$ cat src/rtl/wpfm_pkg.sv
`timescale 1ns / 1ps

package wpfm_pkg;

    localparam int PATTERN_MAX_DEF   = 32;
    localparam int POSITION_BITS_DEF = 32;

    localparam int BYTE_W    = 8;
    localparam int CFG_W     = 64;
    localparam int CFG_IDX_W = 3;
    localparam int LEN_W     = 6;
    localparam int POS_OUT_W = 32;
    localparam int PAT_WORDS = 4;
    localparam int PAT_W     = PAT_WORDS * CFG_W;

    // Configuration register indexes.
    localparam logic [CFG_IDX_W-1:0] CFG_PAT0 = 3'd0;
    localparam logic [CFG_IDX_W-1:0] CFG_PAT1 = 3'd1;
    localparam logic [CFG_IDX_W-1:0] CFG_PAT2 = 3'd2;
    localparam logic [CFG_IDX_W-1:0] CFG_PAT3 = 3'd3;
    localparam logic [CFG_IDX_W-1:0] CFG_LEN  = 3'd4;

    localparam logic [LEN_W-1:0] LEN_RESET = 6'd1;

    localparam logic [BYTE_W-1:0] CH_CARET  = 8'h5E;
    localparam logic [BYTE_W-1:0] CH_HASH   = 8'h23;
    localparam logic [BYTE_W-1:0] CH_PLUS   = 8'h2B;
    localparam logic [BYTE_W-1:0] CH_UNDER  = 8'h5F;
    localparam logic [BYTE_W-1:0] CH_LOWB   = 8'h62;
    localparam logic [BYTE_W-1:0] CH_MINUS  = 8'h2D;

    typedef struct packed {
        logic [BYTE_W-1:0] text_byte;
        logic              last_byte;
    } t_in_word;

    typedef struct packed {
        logic                 found;
        logic [POS_OUT_W-1:0] match_position;
    } t_out_word;

    function automatic logic byte_matches(input logic [BYTE_W-1:0] p,
                                          input logic [BYTE_W-1:0] t);
        logic r;
        if (p == CH_CARET) begin
            r = (t == CH_HASH) || (t == CH_PLUS);
        end else if (p == CH_UNDER) begin
            r = (t == CH_LOWB) || (t == CH_MINUS);
        end else begin
            r = (p == t);
        end
        return r;
    endfunction

endpackage

$ cat src/rtl/wpfm_cfg_regs.sv
`timescale 1ns / 1ps

module wpfm_cfg_regs #(
    parameter int PATTERN_MAX = wpfm_pkg::PATTERN_MAX_DEF
) (
    input  logic                            i_clk,
    input  logic                            i_rst_n,
    input  logic                            i_cfg_valid,
    input  logic [wpfm_pkg::CFG_IDX_W-1:0]  i_cfg_index,
    input  logic [wpfm_pkg::CFG_W-1:0]      i_cfg_data,
    output logic [wpfm_pkg::PAT_W-1:0]      o_pattern,
    output logic [wpfm_pkg::LEN_W-1:0]      o_eff_len
);

    logic [wpfm_pkg::PAT_WORDS-1:0][wpfm_pkg::CFG_W-1:0] r_pattern;
    logic [wpfm_pkg::LEN_W-1:0]                          r_length;

    always_ff @(posedge i_clk) begin
        if (!i_rst_n) begin
            r_pattern <= '0;
            r_length  <= wpfm_pkg::LEN_RESET;
        end else if (i_cfg_valid) begin
            unique case (i_cfg_index)
                wpfm_pkg::CFG_PAT0: r_pattern[0] <= i_cfg_data;
                wpfm_pkg::CFG_PAT1: r_pattern[1] <= i_cfg_data;
                wpfm_pkg::CFG_PAT2: r_pattern[2] <= i_cfg_data;
                wpfm_pkg::CFG_PAT3: r_pattern[3] <= i_cfg_data;
                wpfm_pkg::CFG_LEN:  r_length     <= i_cfg_data[wpfm_pkg::LEN_W-1:0];
                default: ;
            endcase
        end
    end

    assign o_pattern = r_pattern;

    // Zero acts as one; anything past the window depth is clamped to it.
    always_comb begin
        if (r_length == '0) begin
            o_eff_len = wpfm_pkg::LEN_W'(1);
        end else if (r_length > wpfm_pkg::LEN_W'(PATTERN_MAX)) begin
            o_eff_len = wpfm_pkg::LEN_W'(PATTERN_MAX);
        end else begin
            o_eff_len = r_length;
        end
    end

endmodule

$ cat src/rtl/wpfm_match.sv
`timescale 1ns / 1ps

module wpfm_match #(
    parameter int PATTERN_MAX   = wpfm_pkg::PATTERN_MAX_DEF,
    parameter int POSITION_BITS = wpfm_pkg::POSITION_BITS_DEF
) (
    input  logic [PATTERN_MAX-1:0][wpfm_pkg::BYTE_W-1:0] i_window,
    input  logic [wpfm_pkg::PAT_W-1:0]                   i_pattern,
    input  logic [wpfm_pkg::LEN_W-1:0]                   i_eff_len,
    input  logic [POSITION_BITS-1:0]                     i_count,
    input  logic                                         i_reported,
    output logic                                         o_hit,
    output logic [wpfm_pkg::POS_OUT_W-1:0]               o_position
);

    localparam int WIN_IDX_W = (PATTERN_MAX > 1) ? $clog2(PATTERN_MAX) : 1;

    logic [PATTERN_MAX-1:0]   ok;
    logic [POSITION_BITS-1:0] len_ext;
    logic [POSITION_BITS-1:0] start;

    // Pattern byte i lines up with the window entry len-1-i (entry 0 is newest).
    for (genvar i = 0; i < PATTERN_MAX; i++) begin : g_cmp
        logic [wpfm_pkg::LEN_W-1:0]  tap;
        logic [wpfm_pkg::BYTE_W-1:0] pat_b;
        assign tap   = i_eff_len - wpfm_pkg::LEN_W'(i + 1);
        assign pat_b = i_pattern[i*wpfm_pkg::BYTE_W +: wpfm_pkg::BYTE_W];
        assign ok[i] = (wpfm_pkg::LEN_W'(i) >= i_eff_len) ||
                       wpfm_pkg::byte_matches(pat_b, i_window[tap[WIN_IDX_W-1:0]]);
    end

    assign len_ext    = POSITION_BITS'(i_eff_len);
    assign start      = i_count - len_ext;
    assign o_hit      = !i_reported && (i_count >= len_ext) && (&ok);
    assign o_position = wpfm_pkg::POS_OUT_W'(start);

endmodule

$ cat src/rtl/wildcard_pattern_first_match.sv
`timescale 1ns / 1ps

// Wildcard pattern first-match detector.
// Text words (one byte plus an end-of-text flag) enter on the input channel
// (i_in_valid / o_in_stall); result words leave on the output channel
// (o_out_valid / i_out_stall). A word moves when valid is high and stall low.
// Each text gives at most one result: found=1 with the start offset on the
// byte that completes the first match, or found=0 on its final byte when
// no match occurred. The following text starts from a clean state.
// Configuration is written through i_cfg_valid / o_cfg_ready, index and data.
// The user must write it only while the block is idle; the block does not
// enforce this. o_cfg_ready is always high. A byte enters the window
// register when it is accepted, and its result moves from there into the
// output register when the stage advances. One byte is taken every cycle
// while o_in_stall is low: all window positions are compared in parallel.
// Reset clears the pattern, sets the length to one and empties the pipeline.
// When the receiver stalls, the pending result holds in the output register;
// the next byte is still taken, and input stall rises only when that byte
// also has a result to deliver.
module wildcard_pattern_first_match #(
    parameter int PATTERN_MAX   = wpfm_pkg::PATTERN_MAX_DEF,
    parameter int POSITION_BITS = wpfm_pkg::POSITION_BITS_DEF
) (
    input  logic                           i_clk,
    input  logic                           i_rst_n,
    input  logic                           i_in_valid,
    input  wpfm_pkg::t_in_word             i_in_word,
    output logic                           o_in_stall,
    output logic                           o_out_valid,
    output wpfm_pkg::t_out_word            o_out_word,
    input  logic                           i_out_stall,
    input  logic                           i_cfg_valid,
    output logic                           o_cfg_ready,
    input  logic [wpfm_pkg::CFG_IDX_W-1:0] i_cfg_index,
    input  logic [wpfm_pkg::CFG_W-1:0]     i_cfg_data
);

    logic [wpfm_pkg::PAT_W-1:0] pattern;
    logic [wpfm_pkg::LEN_W-1:0] eff_len;

    logic [PATTERN_MAX-1:0][wpfm_pkg::BYTE_W-1:0] r_window, n_window;
    logic [POSITION_BITS-1:0]                     r_count, n_count, count_base;
    logic r_stg_valid, n_stg_valid;
    logic r_stg_last;
    logic r_reported, n_reported;
    logic r_out_valid;
    wpfm_pkg::t_out_word r_out_word;

    logic                           hit;
    logic [wpfm_pkg::POS_OUT_W-1:0] position;
    logic accept_in, res_valid, out_free, advance;

    assign o_cfg_ready = 1'b1;

    wpfm_cfg_regs #(
        .PATTERN_MAX (PATTERN_MAX)
    ) u_cfg (
        .i_clk       (i_clk),
        .i_rst_n     (i_rst_n),
        .i_cfg_valid (i_cfg_valid),
        .i_cfg_index (i_cfg_index),
        .i_cfg_data  (i_cfg_data),
        .o_pattern   (pattern),
        .o_eff_len   (eff_len)
    );

    wpfm_match #(
        .PATTERN_MAX   (PATTERN_MAX),
        .POSITION_BITS (POSITION_BITS)
    ) u_match (
        .i_window   (r_window),
        .i_pattern  (pattern),
        .i_eff_len  (eff_len),
        .i_count    (r_count),
        .i_reported (r_reported),
        .o_hit      (hit),
        .o_position (position)
    );

    assign res_valid  = r_stg_valid && (hit || (r_stg_last && !r_reported));
    assign out_free   = !r_out_valid || !i_out_stall;
    assign advance    = r_stg_valid && (!res_valid || out_free);
    assign o_in_stall = r_stg_valid && !advance;
    assign accept_in  = i_in_valid && !o_in_stall;

    // Old window entries need no clearing: the byte count keeps the compare
    // from reaching bytes of an earlier text.
    always_comb begin
        n_window = r_window;
        if (accept_in) begin
            for (int k = PATTERN_MAX - 1; k > 0; k--) begin
                n_window[k] = r_window[k-1];
            end
            n_window[0] = i_in_word.text_byte;
        end
    end

    always_comb begin
        count_base = (advance && r_stg_last) ? '0 : r_count;
        n_count    = count_base;
        if (accept_in && !(&count_base)) begin
            n_count = count_base + POSITION_BITS'(1);
        end
    end

    always_comb begin
        n_reported = r_reported;
        if (advance) begin
            n_reported = r_stg_last ? 1'b0 : (r_reported || hit);
        end
    end

    always_comb begin
        n_stg_valid = r_stg_valid;
        if (accept_in) begin
            n_stg_valid = 1'b1;
        end else if (advance) begin
            n_stg_valid = 1'b0;
        end
    end

    always_ff @(posedge i_clk) begin
        if (!i_rst_n) begin
            r_count     <= '0;
            r_stg_valid <= 1'b0;
            r_reported  <= 1'b0;
            r_out_valid <= 1'b0;
        end else begin
            r_count     <= n_count;
            r_stg_valid <= n_stg_valid;
            r_reported  <= n_reported;
            if (out_free) begin
                r_out_valid <= advance && res_valid;
            end
        end
    end

    always_ff @(posedge i_clk) begin
        r_window <= n_window;
        if (accept_in) begin
            r_stg_last <= i_in_word.last_byte;
        end
        if (out_free && advance && res_valid) begin
            r_out_word.found          <= hit;
            r_out_word.match_position <= hit ? position : '0;
        end
    end

    assign o_out_valid = r_out_valid;
    assign o_out_word  = r_out_word;

endmodule

$ cat config.mk
export PLATFORM = sky130hd
export DESIGN_NAME = wildcard_pattern_first_match
export DESIGN_NICKNAME = d
export VERILOG_FILES = /design/src/rtl/wpfm_pkg.sv /design/src/rtl/wpfm_cfg_regs.sv /design/src/rtl/wpfm_match.sv /design/src/rtl/wildcard_pattern_first_match.sv
export SDC_FILE = /design/constraint.sdc
export NUM_CORES = 2
export LEC_CHECK = 0
export ABC_CLOCK_PERIOD_IN_PS = 13700
export BUFFER_PORTS_ARGS = -buffer_cell sky130_fd_sc_hd__buf_2
export CAP_MARGIN = 30
export CORE_MARGIN = 1
export CORE_UTILIZATION = 55
export CTS_CLUSTER_DIAMETER = 200
export DETAILED_ROUTE_END_ITERATION = 8
export PLACE_DENSITY = 0.69
export SETUP_SLACK_MARGIN = 0.15
export SLEW_MARGIN = 20
export SYNTH_ARGS = -nofsm -noshare
export SYNTH_HDL_FRONTEND = slang
export SYNTH_HIERARCHICAL = 1
export SYNTH_SLANG_ARGS = --single-unit
$ cat constraint.sdc
create_clock -name i_clk -period 13.7 [get_ports i_clk]
set_input_delay 0.685 -clock i_clk [delete_from_list [all_inputs] [get_ports i_clk]]
set_output_delay 0.685 -clock i_clk [all_outputs]
set_load 0.005 [all_outputs]
* After elaboration in Yosys (flattened, before gate mapping) *
Index checks and enable logic that the tools add are counted.

storage, ports and cells
  bits in registers = 587
  bits of input ports = 81
  output and inout bits = 36
  word-level logic and storage cells = 636

cells by class
  add/sub/neg operators = 34
  order comparisons = 66
  equality and inequality tests = 228
  muxes and demuxes = 135
  reductions and logical operators = 129

operators by type and width
  operator                                                          count
  binary-select mux 8 bit (select 5 bit)                            32
  == test 8 x 6 -> 1 bit, second input constant                     96
  == test 8 x 7 -> 1 bit, second input constant                     96
  == test 8 bit                                                     32
  2-to-1 mux 8 bit                                                  32
  less-than comparator 5 x 6 -> 1 bit, second input constant        32
  logical OR 1 bit                                                  100
  greater-or-equal comparator 5 x 6 -> 1 bit, first input constant  16
  subtractor 5 bit, second input constant                           16
  2-to-1 mux 1 bit                                                  67
  2-to-1 mux 32 bit                                                 2
  AND reduction 32 bit                                              2
  greater-or-equal comparator 4 x 6 -> 1 bit, first input constant  8
  subtractor 5 x 4 -> 5 bit, second input constant                  8
  adder 32 x 1 -> 32 bit, second input constant                     1
  greater-or-equal comparator 32 x 6 -> 1 bit                       1
  subtractor 32 x 6 -> 32 bit                                       1
  greater-or-equal comparator 3 x 6 -> 1 bit, first input constant  4
  subtractor 5 x 3 -> 5 bit, second input constant                  4
  greater-or-equal comparator 1 x 6 -> 1 bit, first input constant  2
  greater-or-equal comparator 2 x 6 -> 1 bit, first input constant  2
  logical AND 1 bit                                                 12
  2-to-1 mux 6 bit                                                  2
  AND reduction 2 bit                                               5
  other kinds (10)                                                  19

* Logic depth before layout (Yosys ltp) *
  word-level depth = 24
  depth in mapped cells = 34
  gate-level depth less buffers = 20

* Cells and area by module *
Netlist, hierarchy kept.

modules (own cells, without submodules)
  module                        times used  cells each  area an instance (µm²)  seq. area each (µm²)
  wpfm_match                    1           3,326       32,692.6                0.0
  wildcard_pattern_first_match  1           570         10,880.4                9,409.0
  wpfm_cfg_regs                 1           929         9,611.7                 5,245.0

* Worst setup path before layout *
Ideal clock, no wire load.

  path type = reg2reg
  start point = reg u_cfg/r_length[5] (netlist name)
  end point = reg r_stg_last (enable)
  library setup time = 0.607 ns
  arrival time = 11.441 ns
  required time = 13.093 ns
  path slack = 1.652 ns
  stages on the path, launching flop included = 29
  path buffers = 12
  period minus slack after synthesis = 12.048 ns
  cells stage by stage = dfxtp_1 > nor2b_1 > buf_2 > inv_2 > buf_2 > buf_2 > buf_2 > buf_2 > clkbuf_1 > ha_1 > buf_2 > buf_2 > buf_2 > buf_2 > buf_1 > mux4_2 > mux4_2 > xnor2_1 > nand4_1 > o41ai_1 > nand4_1 > a211oi_1 > a311o_1 > nand4_1 > nor4b_2 > buf_2 > o2111ai_1 > nand2_1 > inv_1

between the ends
  word-level cells in the longest chain between the ends = 22
  elaborated cells on any way between the ends = 465
  classes of those cells = 32 x add/sub; 34 x order compare; 160 x eq/ne; 130 x mux; 109 x reduce/logical

RTL lines
  element                                                           RTL line                             source
  start, declared                                                   wpfm_cfg_regs.sv:16                  logic [wpfm_pkg::LEN_W-1:0] r_length;
  start signal, assigned                                            wpfm_cfg_regs.sv:21                  r_length <= wpfm_pkg::LEN_RESET;
  start signal, assigned                                            wpfm_cfg_regs.sv:28                  wpfm_pkg::CFG_LEN: r_length <= i_cfg_data[wpfm_pkg::LEN_W-1:0];
  > comparator 6 bit                                                wpfm_cfg_regs.sv:40                  end else if (r_length > wpfm_pkg::LEN_W'(PATTERN_MAX)) begin
  2-to-1 mux 6 bit                                                  wpfm_cfg_regs.sv:40
  2-to-1 mux 6 bit (*)                                              wpfm_cfg_regs.sv:38                  if (r_length == '0) begin
  net eff_len, one bit                                              wildcard_pattern_first_match.sv:39   logic [wpfm_pkg::LEN_W-1:0] eff_len;
  subtractor 5 x 1 -> 5 bit (tied with other cells)                 wpfm_match.sv:26                     assign tap = i_eff_len - wpfm_pkg::LEN_W'(i + 1);
  binary-select mux 8 bit (select 5 bit)                            wpfm_match.sv:29                     wpfm_pkg::byte_matches(pat_b, i_window[tap[WIN_IDX_W-1:0]]);
  2-to-1 mux 8 bit (implied by the code)                            wpfm_match.sv:29
  == test 8 x 7 -> 1 bit or == test 8 x 6 -> 1 bit (tied branches)  wpfm_pkg.sv:48                       r = (t == CH_LOWB) || (t == CH_MINUS);
  [6 not listed]                                                    n/a
  net hit                                                           wildcard_pattern_first_match.sv:49   logic hit;
  [2 not listed]                                                    n/a
  zero test 1 bit (*)                                               wildcard_pattern_first_match.sv:82   assign advance = r_stg_valid && (!res_valid || out_free);
  logical OR 1 bit (*)                                              wildcard_pattern_first_match.sv:82
  logical AND 1 bit (*)                                             wildcard_pattern_first_match.sv:82
  zero test 1 bit (*)                                               wildcard_pattern_first_match.sv:83   assign o_in_stall = r_stg_valid && !advance;
  logical AND 1 bit (*)                                             wildcard_pattern_first_match.sv:83
  zero test 1 bit (*)                                               wildcard_pattern_first_match.sv:84   assign accept_in = i_in_valid && !o_in_stall;
  logical AND 1 bit (*)                                             wildcard_pattern_first_match.sv:84
  net accept_in                                                     wildcard_pattern_first_match.sv:51   logic accept_in, res_valid, out_free, advance;
  end signal, assigned                                              wildcard_pattern_first_match.sv:141  r_stg_last <= i_in_word.last_byte;
  end, declared                                                     wildcard_pattern_first_match.sv:44   logic r_stg_last;

The timed path passes the listed nets; every way through them passes the cells marked *. The select of a mux whose other input is x is not followed.
A chain may end at the register's enable or synchronous reset.

* Worst setup path in the final report *
  start point = reg u_cfg/r_length[1] (netlist name)
  end point = out o_in_stall

between the ends
  word-level cells in the longest chain between the ends = 20
  elaborated cells on any way between the ends = 463
  classes of those cells = 32 x add/sub; 34 x order compare; 160 x eq/ne; 130 x mux; 107 x reduce/logical

RTL lines
  element                                                           RTL line                            source
  > comparator 6 bit                                                wpfm_cfg_regs.sv:40
  2-to-1 mux 6 bit                                                  wpfm_cfg_regs.sv:40
  2-to-1 mux 6 bit (*)                                              wpfm_cfg_regs.sv:38
  net eff_len, one bit                                              wildcard_pattern_first_match.sv:39
  subtractor 5 x 1 -> 5 bit (tied with other cells)                 wpfm_match.sv:26
  binary-select mux 8 bit (select 5 bit)                            wpfm_match.sv:29
  2-to-1 mux 8 bit (implied by the code)                            wpfm_match.sv:29
  == test 8 x 7 -> 1 bit or == test 8 x 6 -> 1 bit (tied branches)  wpfm_pkg.sv:48
  [6 not listed]                                                    n/a
  net hit                                                           wildcard_pattern_first_match.sv:49
  logical OR 1 bit (*)                                              wildcard_pattern_first_match.sv:80  assign res_valid = r_stg_valid && (hit || (r_stg_last && !r_reported));
  logical AND 1 bit (*)                                             wildcard_pattern_first_match.sv:80
  zero test 1 bit (*)                                               wildcard_pattern_first_match.sv:82
  logical OR 1 bit (*)                                              wildcard_pattern_first_match.sv:82
  logical AND 1 bit (*)                                             wildcard_pattern_first_match.sv:82
  zero test 1 bit (*)                                               wildcard_pattern_first_match.sv:83
  logical AND 1 bit (*)                                             wildcard_pattern_first_match.sv:83
  end, declared                                                     wildcard_pattern_first_match.sv:28  output logic o_in_stall,

Marked as above.

==> reports/metrics.yaml <==
rr_startpoint: "u_cfg/r_length[1]$_SDFFE_PN0P_"
cts_root_buffer: "clkbuf_16"
viasPerCell: 7.55
netlist_top_cells_area: "mux4_2, edfxtp_1, mux2i_1"
fin_nets: 4877
crit_type: "flop to output pin"
switching_share: 0.341
hold_buffers: 0
relSlewSlack: 0.233
status: "finished, final reports clean"
drive_gt1_frac: 0.248
yosysTopAreaCellShare: 0.234
combPwrFrac: 0.287
yosysUniqueCellTypes: 99
p_int_mw: 3.57
tightest_slew_ns: 1.15
start_util: 0.557
setup-tns-final_ns: 0
rows: 113
grt_pass1_vias: 41757
min_period_over_period: 0.743
port-buffer-count: 115
fin_cells: 6082
firstDrtPassIters: 9
slew_violations: 0
rsz0062_at_grt: "no"
fmax_ghz: 0.0983
crit_start: "u_cfg/r_length[1]$_SDFFE_PN0P_"
wl_per_cell_um: 34.7
post_cts_buffers: 0
ir_drop_mv: 0.107
drt_iter0_drc: 7580
critPathRequiredTime_ns: 13.02
cp.arrival_ns: 9.49
hold_viol_final: 0
syn_inst: 4825
yosysMostFrequentCell: "mux2i_1"
dp.cells: 5958
htree_levels: 3
cts_resized: 0
synth_area_per_cell_um2: 11.0
synth_top_flop_cell: "dfxtp_1"
vias: 45899
clock_skew_ns: 0.0317
synth-seq-cells: 587
synth-seq-area-share: 0.276
route.detailed.drc: 0
setup_viol: 0
p_leak_nw: 21.8
yosysTopAreaCell: "mux4_2"
hold_class: "input port to flop"
cp-end-kind: "output pin"
synthArstFlopShare: 0
synth_common_cells: "mux2i_1, nand2_1, mux4_2, dfxtp_1, edfxtp_1"
dp_hpwl_mm: 161
die_width_um: 313
n_antenna_cell: 0
cp-start-kind: "flop"
clkPwrFrac: 0.337
p_sw_mw: 1.85
r2r_slack_ns: 3.55
grt_overflow: 0
antenna_found_initial: 9
wirelength_mm: 211
crit_fanout: 166
grt_max_degree: 177
dieArea_mm2: 0.0979
synth.cell_area_mm2: 0.0532
hold_start: "i_in_word[2]"
numClockSinks: 587
area_growth_pct: 7.42
yosysWarnings: 6
total_power_mw: 5.42
seq_power_share: 0.376
cts.path.max_buffers: 3
global_route.usage.total: 0.422
ios: 117
synth_edf_count: 290
globalplace.congestion: 1.08
clkLatencyLatePin_ns: 0.66
postRouteAntennaNets: 0
grt_first_pass_wirelength_mm: 301
cts_buffers: 66
clkSlewWorstSetupHoldPaths_ns: 0.06
fp.dieH_um: 313
syn-num-nets: 4933
cts_tree: "built"
power.density_mw_per_mm2: 94.9
period_needed_ns: 10.18
core_area_mm2: 0.0954
max_cap_viol_count: 0
cell type report:
class	instances	area, um2
clock buffers	92	1940
inverters	57	226
repair buffers	233	1590
clock inverters	24	245
fillers	7869	38300
flip-flops and latches	587	14700
well taps	1265	1580
multi-input cells	3824	36900
layer usage:
layer	GRT usage	up-vias	routed length, um
li1	-	18895	-
met1	0.553	22886	77500
met2	0.611	3385	89200
met3	0.151	723	30500
met4	0.219	10	13700
met5	0.00677	-	143
kinds of logic (layout without fill, tap and decap cells):
| kind of cell | after synthesis | count (layout) | share of synthesized area |
|---|---|---|---|
| AOI/OAI and AO/OA | 514 | 514 | 0.0676 |
| other | 1 | 1 | 0.0000705 |
| buffers and inverters | 414 | 406 | 0.0391 |
| muxes | 1527 | 1527 | 0.423 |
| adders and majority gates | 27 | 27 | 0.00649 |
| and+or+nand+nor | 1439 | 1439 | 0.136 |
| xor gates and xnor gates | 316 | 316 | 0.0527 |
| DFF | 587 | 587 | 0.276 |
critical path, stage by stage (launching register included):
cell and delay [ns]:
dfxtp_1 0.32, or4_1 0.58, a21oi_4 0.23, buf_4 0.53, buf_12 0.73, buf_4 0.65
buf_12 0.33, mux2i_1 0.63, nand2_1 0.15, and4_1 0.22, mux4_2 0.63, or4_1 0.56
a21boi_0 0.16, o21ai_0 0.36, o2bb2ai_1 0.32, a211oi_1 0.22, nand4_1 0.40, nor4b_4 0.41
buf_4 0.36, o2111ai_1 0.40, inv_1 0.23, buf_2 0.14
path summary, 6_finish.rpt:
kind	endpoint	depth (start not counted)
max	o_in_stall	21
min	r_window[1]$_DFFE_PP_	1
max reg2reg	r_window[113]$_DFFE_PP_	22
min reg2reg	u_cfg/r_length[4]$_SDFFE_PN0P_	2
flip-flops by register name, indices dropped and copies added (netlist names):
register         count
r_stg_valid          1
o_out_valid          1
r_stg_last           1
r_window           256
r_count             32
r_reported           1
u_cfg/r_length       6
u_cfg/o_pattern    256
o_out_word          33
through the flow:
stage / hold slack [ns] / util / cell area [um2] / setup slack [ns]
after detailed placement: 0.475 / 0.575 / 54800 / 4.07
after CTS: 0.180 / 0.598 / 57000 / 3.78
final: 0.201 / 0.599 / 57100 / 3.52
after global placement: 0.465 / 0.573 / 54700 / 3.66
after global routing: 0.200 / 0.599 / 57100 / 3.25
after floorplan: 0.441 / - / 53200 / 1.65
power by group through the flow:
stage / Clock, mW / Sequential (mW) / Combinational, mW
floorplan: 0 / 2.02 / 1.02
global placement: 0 / 2.06 / 1.46
detailed placement: 0 / 2.07 / 1.48
CTS: 1.84 / 2.03 / 1.48
global route: 1.91 / 2.04 / 1.60
finish: 1.83 / 2.04 / 1.56
placed cells by master, fill, tap and decap left out, types with 34 or more instances in the layout:
cell / count
nand2b_1: 35
and2_1: 43
a21oi_1: 102
o21ai_0: 59
xor2_1: 145
inv_1: 50
nand2_1: 589
nor2_1: 154
mux2_2: 207
a22oi_1: 36
nand4_1: 100
nand3_1: 117
a211oi_1: 37
nor4b_1: 36
nor4_1: 57
buf_4: 103
xnor2_1: 148
dfxtp_1: 297
and3_1: 34
mux4_2: 553
nor3_1: 96
clkbuf_16: 71
buf_2: 116
edfxtp_1: 290
mux2i_1: 751
(Power assumes the default switching activity.)
